===== config.mk =====
export PLATFORM = sky130hd
export DESIGN_NAME = oscillator_trim_search_top
export DESIGN_NICKNAME = d
export VERILOG_FILES = /design/src/ots_pkg.sv /design/src/oscillator_trim_search_top.sv
export VERILOG_INCLUDE_DIRS = /design/src /design/src/src
export SDC_FILE = /design/constraint.sdc
export NUM_CORES = 1
export LEC_CHECK = 0
export BUFFER_PORTS_ARGS = -buffer_cell sky130_fd_sc_hd__buf_2
export CORE_MARGIN = 3
export CORE_UTILIZATION = 60
export CTS_BUF_LIST = sky130_fd_sc_hd__clkbuf_4 sky130_fd_sc_hd__clkbuf_8
export CTS_CLUSTER_DIAMETER = 100
export DETAILED_ROUTE_END_ITERATION = 16
export GPL_TIMING_DRIVEN = 0
export PLACE_DENSITY_LB_ADDON = 0.15
export SYNTH_ARGS = -nofsm -noshare
export SYNTH_HDL_FRONTEND = slang
export SYNTH_SLANG_ARGS = --single-unit

===== constraint.sdc =====
create_clock -name i_clk -period 5.55 [get_ports i_clk]
set_input_delay 0.555 -clock i_clk [delete_from_list [all_inputs] [get_ports i_clk]]
set_output_delay 0.555 -clock i_clk [all_outputs]
set_load 0.005 [all_outputs]

===== src/oscillator_trim_search_top_assert.svh =====
// Assertion macros for the oscillator trim search block.
// Clocked property checks; empty when SYNTHESIS is defined.
`ifndef OSCILLATOR_TRIM_SEARCH_TOP_ASSERT_SVH
`define OSCILLATOR_TRIM_SEARCH_TOP_ASSERT_SVH

`ifndef SYNTHESIS

// check with active-low reset masking
`define OTS_ASSERT(lbl, clk, rst_n, prop, msg) \
    lbl: assert property (@(posedge clk) disable iff (!rst_n) prop) else $error(msg);

// check that also holds during reset
`define OTS_ASSERT_ALWAYS(lbl, clk, prop, msg) \
    lbl: assert property (@(posedge clk) prop) else $error(msg);

`else

`define OTS_ASSERT(lbl, clk, rst_n, prop, msg)
`define OTS_ASSERT_ALWAYS(lbl, clk, prop, msg)

`endif

`endif


===== src/ots_pkg.sv =====
// Package for the oscillator trim search block: widths, payload structs,
// phase type. No dependencies.
`timescale 1ns / 1ps

package ots_pkg;

    localparam int TRIM_BITS = 8;
    localparam int MEAS_BITS = 16;

    localparam logic [MEAS_BITS-1:0] TARGET_RESET = MEAS_BITS'(2356);
    localparam logic [TRIM_BITS-1:0] TRIM_MAX     = {TRIM_BITS{1'b1}};
    localparam logic [TRIM_BITS-1:0] STEP_FIRST   = TRIM_BITS'(1) << (TRIM_BITS - 1);

    // op codes
    localparam logic OP_START = 1'b0;
    localparam logic OP_MEAS  = 1'b1;

    typedef enum logic [1:0] {
        PH_IDLE   = 2'd0,
        PH_SEARCH = 2'd1,
        PH_PROBE  = 2'd2
    } t_phase;

    typedef struct packed {
        logic                 op;
        logic [MEAS_BITS-1:0] measured_length;
    } t_in_item;

    typedef struct packed {
        logic [TRIM_BITS-1:0] trim_value;
        logic                 done_res;
    } t_out_item;

endpackage


===== src/oscillator_trim_search_top.sv =====
// Oscillator trim search: binary search on the trim, then a +/-1 probe.
// The result is registered in the cycle after the input transfer; one item per cycle while the output is not stalled.
// Throughput set by the single state update and the output register.
// Reset (i_rst_n low, synchronous): idle, no result pending, target 2356.
// Depends on ots_pkg and oscillator_trim_search_top_assert.svh.
`timescale 1ns / 1ps

`include "oscillator_trim_search_top_assert.svh"

module oscillator_trim_search_top (
    input  logic                       i_clk,
    input  logic                       i_rst_n,
    // target length register
    input  logic                       i_cfg_we,
    input  logic [ots_pkg::MEAS_BITS-1:0] i_cfg_wdata,
    // command / measurement channel
    input  logic                       i_in_valid,
    output logic                       o_in_stall,
    input  ots_pkg::t_in_item          i_in_data,
    // trim proposal channel
    output logic                       o_out_valid,
    input  logic                       i_out_stall,
    output ots_pkg::t_out_item         o_out_data
);
    import ots_pkg::*;

    // ------------------------------------------------------------------
    // Search state. Each accepted transfer updates it; the
    // proposed trim lands in the output register.
    // ------------------------------------------------------------------
    logic [MEAS_BITS-1:0] r_target;
    t_phase               r_phase,    n_phase;
    logic [TRIM_BITS-1:0] r_step,     n_step;
    logic [TRIM_BITS-1:0] r_trial,    n_trial;
    logic [TRIM_BITS-1:0] r_probe,    n_probe;
    logic [TRIM_BITS-1:0] r_best,     n_best;
    logic [MEAS_BITS-1:0] r_best_dev, n_best_dev;

    logic                 r_out_valid;
    t_out_item            r_out_data;

    logic                 w_accept;
    logic                 w_emit;
    t_out_item            w_emit_data;
    logic [TRIM_BITS-1:0] w_trial_keep;
    logic [TRIM_BITS-1:0] w_step_next;
    logic [TRIM_BITS-1:0] w_probe_last;
    logic [MEAS_BITS-1:0] w_dev;
    logic                 w_below;

    // Stall only when the result slot is full and not being drained, so a
    // new transfer is taken in the same cycle the old result leaves.
    assign o_in_stall = r_out_valid & i_out_stall;
    assign w_accept   = i_in_valid & ~o_in_stall;

    assign w_below      = i_in_data.measured_length < r_target;
    assign w_dev        = w_below ? (r_target - i_in_data.measured_length)
                                  : (i_in_data.measured_length - r_target);
    assign w_trial_keep = w_below ? (r_trial + r_step) : r_trial;
    assign w_step_next  = r_step >> 1;
    // last probe, clipped at the top of the trim range
    assign w_probe_last = (r_trial < TRIM_MAX) ? (r_trial + TRIM_BITS'(1)) : r_trial;

    always_comb begin
        n_phase     = r_phase;
        n_step      = r_step;
        n_trial     = r_trial;
        n_probe     = r_probe;
        n_best      = r_best;
        n_best_dev  = r_best_dev;
        w_emit      = 1'b0;
        w_emit_data = '0;

        if (i_in_data.op == OP_START) begin
            // start restarts from any phase
            n_phase                = PH_SEARCH;
            n_step                 = STEP_FIRST;
            n_trial                = '0;
            n_probe                = '0;
            w_emit                 = 1'b1;
            w_emit_data.trim_value = STEP_FIRST;
        end else begin
            unique case (r_phase)
                PH_SEARCH: begin
                    n_trial = w_trial_keep;
                    n_step  = w_step_next;
                    w_emit  = 1'b1;
                    if (w_step_next != '0) begin
                        w_emit_data.trim_value = w_trial_keep + w_step_next;
                    end else begin
                        // search done: raw measurement seeds best deviation
                        n_best     = w_trial_keep;
                        n_best_dev = i_in_data.measured_length;
                        n_probe    = (w_trial_keep != '0) ? (w_trial_keep - TRIM_BITS'(1))
                                                          : w_trial_keep;
                        n_phase    = PH_PROBE;
                        w_emit_data.trim_value = n_probe;
                    end
                end
                PH_PROBE: begin
                    // strict compare: first trim wins ties
                    if (w_dev < r_best_dev) begin
                        n_best_dev = w_dev;
                        n_best     = r_probe;
                    end
                    w_emit = 1'b1;
                    if (r_probe < w_probe_last) begin
                        n_probe                = r_probe + TRIM_BITS'(1);
                        w_emit_data.trim_value = n_probe;
                    end else begin
                        n_phase                = PH_IDLE;
                        w_emit_data.trim_value = n_best;
                        w_emit_data.done_res   = 1'b1;
                    end
                end
                default: begin
                    // measurement with no search running: dropped
                end
            endcase
        end
    end

    always_ff @(posedge i_clk) begin
        if (!i_rst_n) begin
            r_target    <= TARGET_RESET;
            r_phase     <= PH_IDLE;
            r_step      <= '0;
            r_trial     <= '0;
            r_probe     <= '0;
            r_best      <= '0;
            r_best_dev  <= '0;
            r_out_valid <= 1'b0;
        end else begin
            if (i_cfg_we) begin
                r_target <= i_cfg_wdata;
            end
            if (w_accept) begin
                r_phase    <= n_phase;
                r_step     <= n_step;
                r_trial    <= n_trial;
                r_probe    <= n_probe;
                r_best     <= n_best;
                r_best_dev <= n_best_dev;
            end
            if (w_accept && w_emit) begin
                r_out_valid <= 1'b1;
            end else if (!i_out_stall) begin
                r_out_valid <= 1'b0;
            end
        end
    end

    // result payload, no reset needed
    always_ff @(posedge i_clk) begin
        if (w_accept && w_emit) begin
            r_out_data <= w_emit_data;
        end
    end

    assign o_out_valid = r_out_valid;
    assign o_out_data  = r_out_data;

    // ------------------------------------------------------------------
    // Checks
    // ------------------------------------------------------------------
    `OTS_ASSERT(a_step_onehot, i_clk, i_rst_n, (r_phase == PH_SEARCH) |-> $onehot(r_step), "step bit not one-hot during search")
    `OTS_ASSERT(a_probe_range, i_clk, i_rst_n, (r_phase == PH_PROBE) |-> ((r_probe <= w_probe_last) && ((r_probe == r_trial) || (r_probe + TRIM_BITS'(1) == r_trial) || (r_probe == w_probe_last))), "probe outside trial neighborhood")
    `OTS_ASSERT(a_done_idle, i_clk, i_rst_n, (w_accept && w_emit && w_emit_data.done_res) |=> ((r_phase == PH_IDLE) && o_out_valid && o_out_data.done_res), "final trim without return to idle")

endmodule

==> results of run 1 <==
power by group:
part	switching, mW	leakage [nW]	internal [mW]
registers	0.0169	0.634	0.578
logic	0.361	2.49	0.218
clock network	0.224	0.105	0.227
total	0.602	3.23	1.02
flip-flops by register name, indices dropped and copies added (netlist names):
register and count:
r_phase 2, o_out_data 9, r_probe 8, r_step 8, r_target 16, r_best_dev 16, r_best 8, o_out_valid 1
r_trial 8
synth_stat cells, types with 4 or more instances:
cell type  number  area [µm²]
xnor2_1        20         175
o21a_1         11        82.6
o211ai_1       17         128
and3_1          6        37.5
nor2b_1        33         206
mux2_2          8        90.1
o21bai_1        8        60.1
mux2i_1        33         330
nand4_1        12        75.1
fa_1            4        80.1
dfxtp_1        67        1340
or3_1           4        25.0
a31oi_1         8        50.1
nor2_1         51         191
a21oi_1        56         280
o221ai_1        7        61.3
and2_1          4        25.0
xor2_1         13         114
edfxtp_1        9         270
nand2b_1       12        75.1
a211oi_1        6        45.0
ha_1           72         901
a22oi_1        18         135
clkbuf_1       28         105
nand2_1        60         225
o31ai_1         5        37.5
a41o_1          4        40.0
buf_2           7        35.0
a221oi_1        5        43.8
a21o_1         19         143
o22ai_1         9        56.3
nor3_1         19        95.1
buf_4           6        45.0
o21ai_0        61         305
inv_1          74         278
nand3_1        29         145
final cells by class:
class / instances / area share [%]
Buffer: 46 / 2.90
Clock buffer: 13 / 2.05
Clock inverter: 3 / 0.534
Inverter: 76 / 3.81
Multi-Input combinational cell: 664 / 63.4
Sequential cell: 76 / 21.5
Tap cell: 140 / 2.34
Timing Repair Buffer: 50 / 3.44
worst max-delay path by stage:
stage | startpoint | end | slack, ns | depth (start not counted)
floorplan | i_in_data[0] | o_out_data[8] | 0.54 | 20
global placement | i_in_data[0] | r_best[4] | -0.77 | 22
detailed placement | i_in_data[0] | r_best_dev[8] | -0.98 | 22
CTS | r_target[0] | r_best_dev[10] | 0.07 | 20
finish | i_in_data[13] | o_out_data[2] | 0.29 | 22
global route | r_target[0] | o_out_data[8] | 0.06 | 21
critical path: cells and delay by family:
kind	cells	cell delay [ns]
buffers and inverters	6	0.99
AO/OA/AOI/OAI	9	2.04
adder cells (fa/ha/maj)	2	0.59
XOR/XNOR	1	0.20
multiplexers	2	0.56
AND/OR/NAND/NOR	2	0.47
through the flow:
stage / std cells / cell area, µm² / hold WS (ns) / worst slack (ns) / utilization, %
floorplan: 862 / 6830 / 0.441 / 0.538 / -
global placement: 1049 / 7240 / 0.451 / -0.767 / 66.0
detailed placement: 1049 / 7240 / 0.465 / -0.978 / 66.0
CTS: 1065 / 7450 / 0.382 / 0.0729 / 67.9
global route: 1068 / 7490 / 0.413 / 0.0635 / 68.2
finish: 1068 / 7490 / 0.378 / 0.294 / 68.2
metal layers:
| layer | wire [µm] | GRT usage [%] | vias to the layer above |
|---|---|---|---|
| li1 | - | - | 3226 |
| met4 | 929 | 15.5 | 0 |
| met5 | 0 | 0 | - |
| met2 | 10300 | 59.1 | 345 |
| met1 | 8260 | 41.3 | 3193 |
| met3 | 1690 | 4.49 | 72 |
what timing repair did:
item	in CTS	in global routing
hold buffers	0	0
hold endpoints to repair	0	0
gates cloned	0	0
endpoints found under the setup margin	29	28
gates resized for setup	5	8
setup buffers	0	3
pin swaps	0	2
cell families after synthesis:
family                     count (synthesis)  share of synthesized area, %
and+or+nand+nor                          249                          18.4
xor gates and xnor gates                  33                          4.23
DFF                                       76                          23.6
muxes                                     42                          6.37
adders and majority gates                 76                          14.4
buffers and inverters                    122                          7.29
AOI/OAI and AO/OA                        264                          25.7
==> flow_metrics.py, run 1 <==
metrics = {
    "finish": {
        "layout_commonest_cell": "inv_1",
        "mostFrequentLayoutCells": "inv_1 (74), ha_1 (72), dfxtp_1 (67), o21ai_0 (61), nand2_1 (58)",
        "multi_input_area_mm2": 0.00475,
        "nets": 1037,
        "area.sequential_mm2": 0.00161,
        "syn_to_final_growth_pct": 9.67,
        "drive_above_1_share_pct": 12.1,
        "fillers": 937,
        "diodes": 0,
    },
    "setup_path": {
        "worstRegToRegCells": 21,
        "crit_required_ns": 5.70,
        "start_kind": "primary input",
        "end_kind": "register",
        "cpMaxStageDelayCell": "a221oi_4",
        "path_cells": "buf_2, inv_1, ha_1, buf_4, a21oi_1, o211ai_1, a221oi_4, and2_4, buf_2, buf_4, mux2i_1, o221ai_1, xnor2_1, inv_1, ha_1, a21oi_1, o21ai_0, a21oi_2, nand2_2, mux2i_1, a211oi_1, a211o_1",
        "worstReg2RegStart": "r_target[0]",
        "worst-setup-path-type": "in -> reg",
        "path_max_fanout": 10,
        "max_stage_delay_ns": 0.45,
        "regToRegSetupSlack_ns": 0.31,
        "r2r-end": "o_out_data[2]",
        "critPathArrivalTime_ns": 5.41,
    },
    "power_and_ir_drop": {
        "totalPowerFinal_mw": 1.62,
        "p_per_area_mw_per_mm2": 217,
        "ir_drop_mv": 0.146,
        "leakage_nw": 3.23,
    },
    "grt": {
        "track_usage_pct": 33.8,
        "grt_max_degree": 13,
        "grt_pass1_vias": 6778,
        "antenna_found_initial": 0,
        "grt_remaining_overflow": 0,
        "grt_pass1_wl_um": 34400,
    },
    "timing": {
        "fin_crit_ns": 5.26,
        "setup_viol": 0,
        "finalCritPeriodShare_pct": 94.7,
        "worst_clock_skew_ns": 0.0185,
        "relSlewSlack_pct": 7.23,
        "setup_tns_ns": 0,
        "final_max_slew_viol_count": 0,
        "fmax_mhz": 190,
        "hold_violations": 0,
        "worstMarginPinSlew_ns": 1.38,
        "rsz0062_at_grt": "false",
    },
    "synth": {
        "synthCells": 862,
        "ys_types": 73,
        "ys_ff_latch": 76,
        "yosysWarnings": 0,
        "seq_area_frac_synth_pct": 23.6,
        "avgSynthCellArea_um2": 7.93,
        "syn_area_mm2": 0.00683,
        "yosys_most_used_dff": "dfxtp_1",
        "synthArstFlopShare_pct": 0,
        "synth_nets": 976,
        "synth-edff-count": 9,
    },
    "hold_path": {
        "whs_path_depth": 3,
        "min_from": "i_cfg_wdata[11]",
        "hold_path.class": "in -> reg",
        "whs_endpoint": "r_target[11]",
    },
    "floorplan": {
        "start_util_pct": 62.2,
        "die_area_mm2": 0.0127,
        "die_x_um": 113,
        "rows": 38,
        "fp.dieH_um": 113,
        "ios": 49,
        "core_mm2": 0.0110,
    },
    "cts": {
        "numCtsBuffers": 9,
        "cts_max_level": 3,
        "root_buffer": "clkbuf_8",
        "path_clk_slew_ns": 0.09,
        "cts_tree": "built",
        "cts.sinks": 76,
        "clk_latency_ns": 0.39,
        "clockBufferDepth": 2,
    },
    "drt": {
        "ant_nets": 0,
        "drc_errors": 0,
        "routed_wl_um": 21200,
        "drt_iter0_drc": 636,
        "firstDrtPassIters": 6,
        "wl_per_cell_um": 19.8,
        "vias": 6836,
        "vias_per_cell": 6.40,
    },
    "placed_design": {
        "gp_congestion": 0.952,
        "dp_hpwl_um": 16300,
        "port_buffers": 47,
    },
    "flow_run": {
        "maxCapViolCount": 0,
    },
    "status": {
        "status": "completed",
    },
}
Note: power is estimated with default switching activity, not from simulation.
==> run 2, diff against run 1 <==
--- a/config.mk
+++ b/config.mk
@@ -8,7 +8,7 @@
 export LEC_CHECK = 0
 export BUFFER_PORTS_ARGS = -buffer_cell sky130_fd_sc_hd__buf_2
 export CORE_MARGIN = 3
-export CORE_UTILIZATION = 60
+export CORE_UTILIZATION = 45
 export CTS_BUF_LIST = sky130_fd_sc_hd__clkbuf_4 sky130_fd_sc_hd__clkbuf_8
 export CTS_CLUSTER_DIAMETER = 100
 export DETAILED_ROUTE_END_ITERATION = 16
==> flow_metrics.py, run 2 (synthesis results as in run 1) <==
metrics = {
    "status": {
        "status": "completed",
    },
    "grt": {
        "grt-busiest-layer": "met2",
        "use_met2_pct": 43.5,
        "grt_pass1_wl_um": 33000,
        "grt_remaining_overflow": 0,
        "track_usage_pct": 25.1,
        "grt_pass1_vias": 6303,
        "grt.met1_usage_pct": 31.6,
        "grt_max_degree": 15,
        "use_met3_pct": 4.74,
        "antenna_found_initial": 0,
    },
    "drt": {
        "drc_errors": 0,
        "vias_per_cell": 5.84,
        "drt_iter0_drc": 604,
        "vias": 6492,
        "firstDrtPassIters": 5,
        "routed_wl_um": 20400,
        "ant_nets": 0,
        "wl_per_cell_um": 18.3,
    },
    "power_and_ir_drop": {
        "p_clk_share_pct": 29.9,
        "ir_drop_mv": 0.107,
        "p_sw_share_pct": 36.4,
        "pwr-share-seq_pct": 35.8,
        "p_switching_uw": 605,
        "leakage_nw": 3.24,
        "p_per_area_mw_per_mm2": 219,
        "p_int_mw": 1.05,
        "totalPowerFinal_mw": 1.66,
        "p_comb_share_pct": 34.3,
    },
    "placed_design": {
        "dp_hpwl_um": 15800,
        "port_buffers": 47,
        "pre_cts_slack_ns": -1.10,
        "gp_congestion": 0.947,
        "placed_area_mm2": 0.00730,
    },
    "cts": {
        "cts_max_level": 3,
        "root_buffer": "clkbuf_8",
        "clockBufferDepth": 2,
        "ctsHoldBuffers": 0,
        "cts_tree": "built",
        "cts.sinks": 76,
        "numCtsBuffers": 9,
        "path_clk_slew_ns": 0.09,
        "clk_latency_ns": 0.38,
    },
    "timing": {
        "final_max_slew_viol_count": 0,
        "rsz0062_at_grt": "false",
        "worstMarginPinSlew_ns": 1.36,
        "finalCritPeriodShare_pct": 93.5,
        "worst_clock_skew_ns": 0.0115,
        "relSlewSlack_pct": 8.39,
        "worst_slack_ns": 0.362,
        "setup_tns_ns": 0,
        "fin_crit_ns": 5.19,
        "hold_violations": 0,
        "setup_viol": 0,
        "fmax_mhz": 193,
    },
    "setup_path": {
        "crit_required_ns": 5.85,
        "end_kind": "register",
        "crit_path_start": "r_target[0]",
        "regToRegSetupSlack_ns": 0.36,
        "path_max_fanout": 11,
        "max_stage_delay_ns": 0.53,
        "critPathArrivalTime_ns": 5.49,
        "worst-setup-path-type": "reg -> reg",
        "path_cells": "ha_1, inv_1, fa_1, a21oi_1, o2111a_1, a21o_2, and2_4, buf_4, mux2i_1, xnor2_1, ha_1, a21oi_1, a211oi_1, o311ai_2, nand2_2, a21oi_4, buf_2, nand3_1, o21ai_0",
        "cpMaxStageDelayCell": "o311ai_2",
        "start_kind": "register",
        "worstReg2RegStart": "r_target[0]",
    },
    "finish": {
        "layout_commonest_cell": "inv_1",
        "area.sequential_mm2": 0.00161,
        "diodes": 0,
        "fillers": 1504,
        "fin_area_mm2": 0.00758,
        "final_util_pct": 51.6,
        "syn_to_final_growth_pct": 10.9,
        "drive_above_1_share_pct": 12.1,
        "multi_input_area_mm2": 0.00475,
        "nets": 1037,
        "mostFrequentLayoutCells": "inv_1 (74), ha_1 (72), dfxtp_1 (67), o21ai_0 (61), nand2_1 (59)",
    },
    "flow_run": {
        "maxCapViolCount": 0,
    },
    "floorplan": {
        "die_area_mm2": 0.0167,
        "ios": 49,
        "die_x_um": 129,
        "core_mm2": 0.0147,
        "start_util_pct": 46.5,
        "fp.dieH_um": 129,
        "rows": 44,
    },
    "hold_path": {
        "min_from": "i_cfg_wdata[5]",
        "hold_path.class": "in -> reg",
    },
}
[run 2: cell count changes in the layout (fill, tap and decap cells not counted), sizes merged]
cell / delta
buf: +2
bufinv: +1
clkbuf: -6
clkinv: +2
inv: +1
[run 2: power by group through the flow]
| stage | sequential, mW | clock [mW] | combinational [mW] |
|---|---|---|---|
| floorplan | 0.602 | 0 | 0.398 |
| global placement | 0.606 | 0 | 0.542 |
| detailed placement | 0.606 | 0 | 0.543 |
| CTS | 0.594 | 0.508 | 0.554 |
| global route | 0.597 | 0.528 | 0.634 |
| finish | 0.594 | 0.496 | 0.569 |
[run 2: area by class of cell]
| class | count | area share (%) |
|---|---|---|
| clock buffer | 9 | 1.63 |
| buffer | 45 | 2.79 |
| timing repair buffer | 51 | 3.50 |
| sequential | 76 | 21.3 |
| tap | 184 | 3.04 |
| clock inverter | 7 | 1.32 |
| inverter | 76 | 3.76 |
| multi-input combinational | 664 | 62.7 |
[run 2: what timing repair did]
| item | CTS | global route |
|---|---|---|
| endpoints found under the setup margin | 32 | 30 |
| gates resized for setup | 6 | 8 |
| pin swaps | 0 | 3 |
| setup buffers | 0 | 4 |
[run 2: metrics by stage]
step | hold slack [ns] | cells
3_5_place_dp | 0.462 | 1093
2_1_floorplan | 0.441 | 862
4_1_cts | 0.366 | 1109
5_1_grt | 0.402 | 1112
3_3_place_gp | 0.454 | 1093
6_report | 0.387 | 1112
[run 2: final timing paths]
path / end / depth (start not counted)
worst min-delay path: r_target[5] / 3
worst min register to register: r_best_dev[6] / 2
worst max-delay path: r_best_dev[12] / 19
worst max register to register: r_best_dev[12] / 19
[run 2: worst max-delay path, delay by kind of cell, from the launching register on]
kind / cells / cell delay, ns
AOI/OAI and AO/OA: 8 / 2.10
xor gates and xnor gates: 1 / 0.18
muxes: 1 / 0.23
buffers and inverters: 3 / 0.61
DFF: 1 / 0.36
adders and majority gates: 3 / 0.89
and+or+nand+nor: 3 / 0.73
[run 2: metal layers]
metal / up-vias / share of wire, %
met2: 183 / 49
met1: 3032 / 44
met3: 38 / 4.6
met5: - / 0
li1: 3239 / -
met4: 0 / 2.3
==> run 3, diff against run 2 <==
--- a/config.mk
+++ b/config.mk
@@ -9,9 +9,9 @@
 export BUFFER_PORTS_ARGS = -buffer_cell sky130_fd_sc_hd__buf_2
 export CORE_MARGIN = 3
 export CORE_UTILIZATION = 45
-export CTS_BUF_LIST = sky130_fd_sc_hd__clkbuf_4 sky130_fd_sc_hd__clkbuf_8
-export CTS_CLUSTER_DIAMETER = 100
+export CTS_CLUSTER_DIAMETER = 30
 export DETAILED_ROUTE_END_ITERATION = 16
+export GPL_ROUTABILITY_DRIVEN = 1
 export GPL_TIMING_DRIVEN = 0
 export PLACE_DENSITY_LB_ADDON = 0.15
 export SYNTH_ARGS = -nofsm -noshare
==> flow_metrics.py, run 3 (synthesis results as in run 1) <==
metrics = {
    "power_and_ir_drop": {
        "ir_drop_mv": 0.152,
        "p_int_mw": 1.20,
        "totalPowerFinal_mw": 1.82,
        "p_sw_share_pct": 34.1,
        "p_clk_share_pct": 35.9,
        "p_switching_uw": 619,
        "p_per_area_mw_per_mm2": 236,
        "pwr-share-seq_pct": 32.8,
        "leakage_nw": 3.28,
        "p_comb_share_pct": 31.3,
    },
    "grt": {
        "track_usage_pct": 25.1,
        "antenna_found_initial": 0,
        "grt_pass1_wl_um": 33000,
        "grt_pass1_vias": 6313,
        "grt_max_degree": 15,
        "grt_remaining_overflow": 0,
    },
    "cts": {
        "clk_latency_ns": 0.35,
        "root_buffer": "clkbuf_16",
        "numCtsBuffers": 9,
        "clockBufferDepth": 2,
        "cts_max_level": 3,
        "cts.sinks": 76,
        "cts_tree": "built",
        "ctsHoldBuffers": 0,
        "path_clk_slew_ns": 0.07,
    },
    "flow_run": {
        "maxCapViolCount": 0,
    },
    "finish": {
        "area.sequential_mm2": 0.00161,
        "multi_input_area_mm2": 0.00475,
        "drive_above_1_share_pct": 12.1,
        "layout_commonest_cell": "inv_1",
        "syn_to_final_growth_pct": 12.4,
        "diodes": 0,
        "mostFrequentLayoutCells": "inv_1 (74), ha_1 (72), dfxtp_1 (67), o21ai_0 (61), nand2_1 (59)",
        "fin_area_mm2": 0.00768,
        "nets": 1037,
        "fillers": 1500,
    },
    "floorplan": {
        "core_mm2": 0.0147,
        "die_x_um": 129,
        "start_util_pct": 46.5,
        "fp.dieH_um": 129,
        "die_area_mm2": 0.0167,
        "rows": 44,
        "ios": 49,
    },
    "setup_path": {
        "r2r-end": "o_out_data[8]",
        "worstRegToRegCells": 18,
        "regToRegSetupSlack_ns": 0.36,
        "worstReg2RegStart": "r_target[0]",
        "critPathArrivalTime_ns": 5.26,
        "start_kind": "primary input",
        "worst-setup-path-type": "in -> reg",
        "end_kind": "register",
        "crit_required_ns": 5.59,
        "path_max_fanout": 11,
    },
    "timing": {
        "final_max_slew_viol_count": 0,
        "setup_viol": 0,
        "rsz0062_at_grt": "false",
        "relSlewSlack_pct": 9.39,
        "fmax_mhz": 192,
        "fin_crit_ns": 5.22,
        "worstMarginPinSlew_ns": 1.35,
        "finalCritPeriodShare_pct": 94.0,
        "worst_clock_skew_ns": 0.00816,
        "hold_violations": 0,
    },
    "placed_design": {
        "gp_congestion": 0.947,
        "port_buffers": 47,
        "placed_area_mm2": 0.00730,
        "dp_hpwl_um": 15800,
    },
    "drt": {
        "drc_errors": 0,
        "drt_iter0_drc": 556,
        "vias_per_cell": 5.82,
        "wl_per_cell_um": 18.2,
        "firstDrtPassIters": 5,
        "vias": 6467,
        "routed_wl_um": 20300,
        "ant_nets": 0,
    },
    "hold_path": {
        "whs_path_depth": 3,
        "whs_endpoint": "r_target[5]",
        "min_from": "i_cfg_wdata[5]",
        "hold_path.class": "in -> reg",
    },
    "status": {
        "status": "completed",
    },
}
==> run 3: worst max-delay path by stage <==
stage | from | to | slack (ns) | cells after the start
6_report | i_in_data[0] | o_out_data[8] | 0.33 | 20
5_1_grt | i_in_data[0] | r_best_dev[12] | 0.04 | 22
4_1_cts | i_in_data[0] | o_out_data[8] | 0.0009 | 23
3_5_place_dp | i_in_data[0] | r_best[0] | -1.10 | 22
3_3_place_gp | i_in_data[0] | r_best[5] | -1.15 | 22
2_1_floorplan | i_in_data[0] | o_out_data[8] | 0.54 | 20
==> run 3: repair_timing <==
action                                  in CTS  in global routing
gates cloned                                 0                  0
gates resized for setup                      6                  8
setup buffers                                0                  4
endpoints found under the setup margin      32                 32
pin swaps                                    0                  3
==> run 3: power groups by stage <==
stage / Combinational (mW) / Clock, mW / Sequential (mW)
finish: 0.568 / 0.652 / 0.595
global route: 0.634 / 0.683 / 0.598
CTS: 0.554 / 0.664 / 0.594
detailed placement: 0.543 / 0 / 0.606
global placement: 0.542 / 0 / 0.606
floorplan: 0.398 / 0 / 0.602
==> run 3: cell type report <==
type	count	share of cell area [%]
Clock buffer	9	2.93
Clock inverter	7	1.30
Inverter	76	3.71
Multi-Input combinational cell	664	61.9
Buffer	45	2.75
Sequential cell	76	21.0
Tap cell	184	3.00
Timing Repair Buffer	51	3.45
==> run 3: critical path, cell delays in order <==
cell,delay (ns)
buf_2,0.11
inv_1,0.06
ha_1,0.19
inv_1,0.06
fa_1,0.40
a21oi_1,0.21
o2111a_1,0.37
a21o_2,0.26
and2_4,0.30
buf_4,0.25
mux2i_1,0.23
xnor2_1,0.18
ha_1,0.29
a21oi_1,0.16
a211oi_1,0.10
o311ai_2,0.53
nand2_2,0.28
mux2_2,0.33
o211ai_1,0.18
nand4_1,0.18
==> run 3: per-stage QoR <==
stage	setup WS, ns	setup TNS [ns]	hold WS, ns	utilization (%)	instances
floorplan	0.538	0	0.441	-	862
global placement	-1.15	-30.73	0.454	49.7	1093
detailed placement	-1.10	-29.09	0.462	49.7	1093
CTS	0.000866	0	0.412	52.0	1109
global route	0.0436	0	0.447	52.3	1112
finish	0.332	0	0.422	52.3	1112
==> run 3: layer usage <==
metal | part of all wire [%] | track usage [%]
met1 | 44 | 31.5
met2 | 49 | 43.7
met3 | 4.8 | 4.00
met4 | 2.2 | 8.59
met5 | 0 | 0
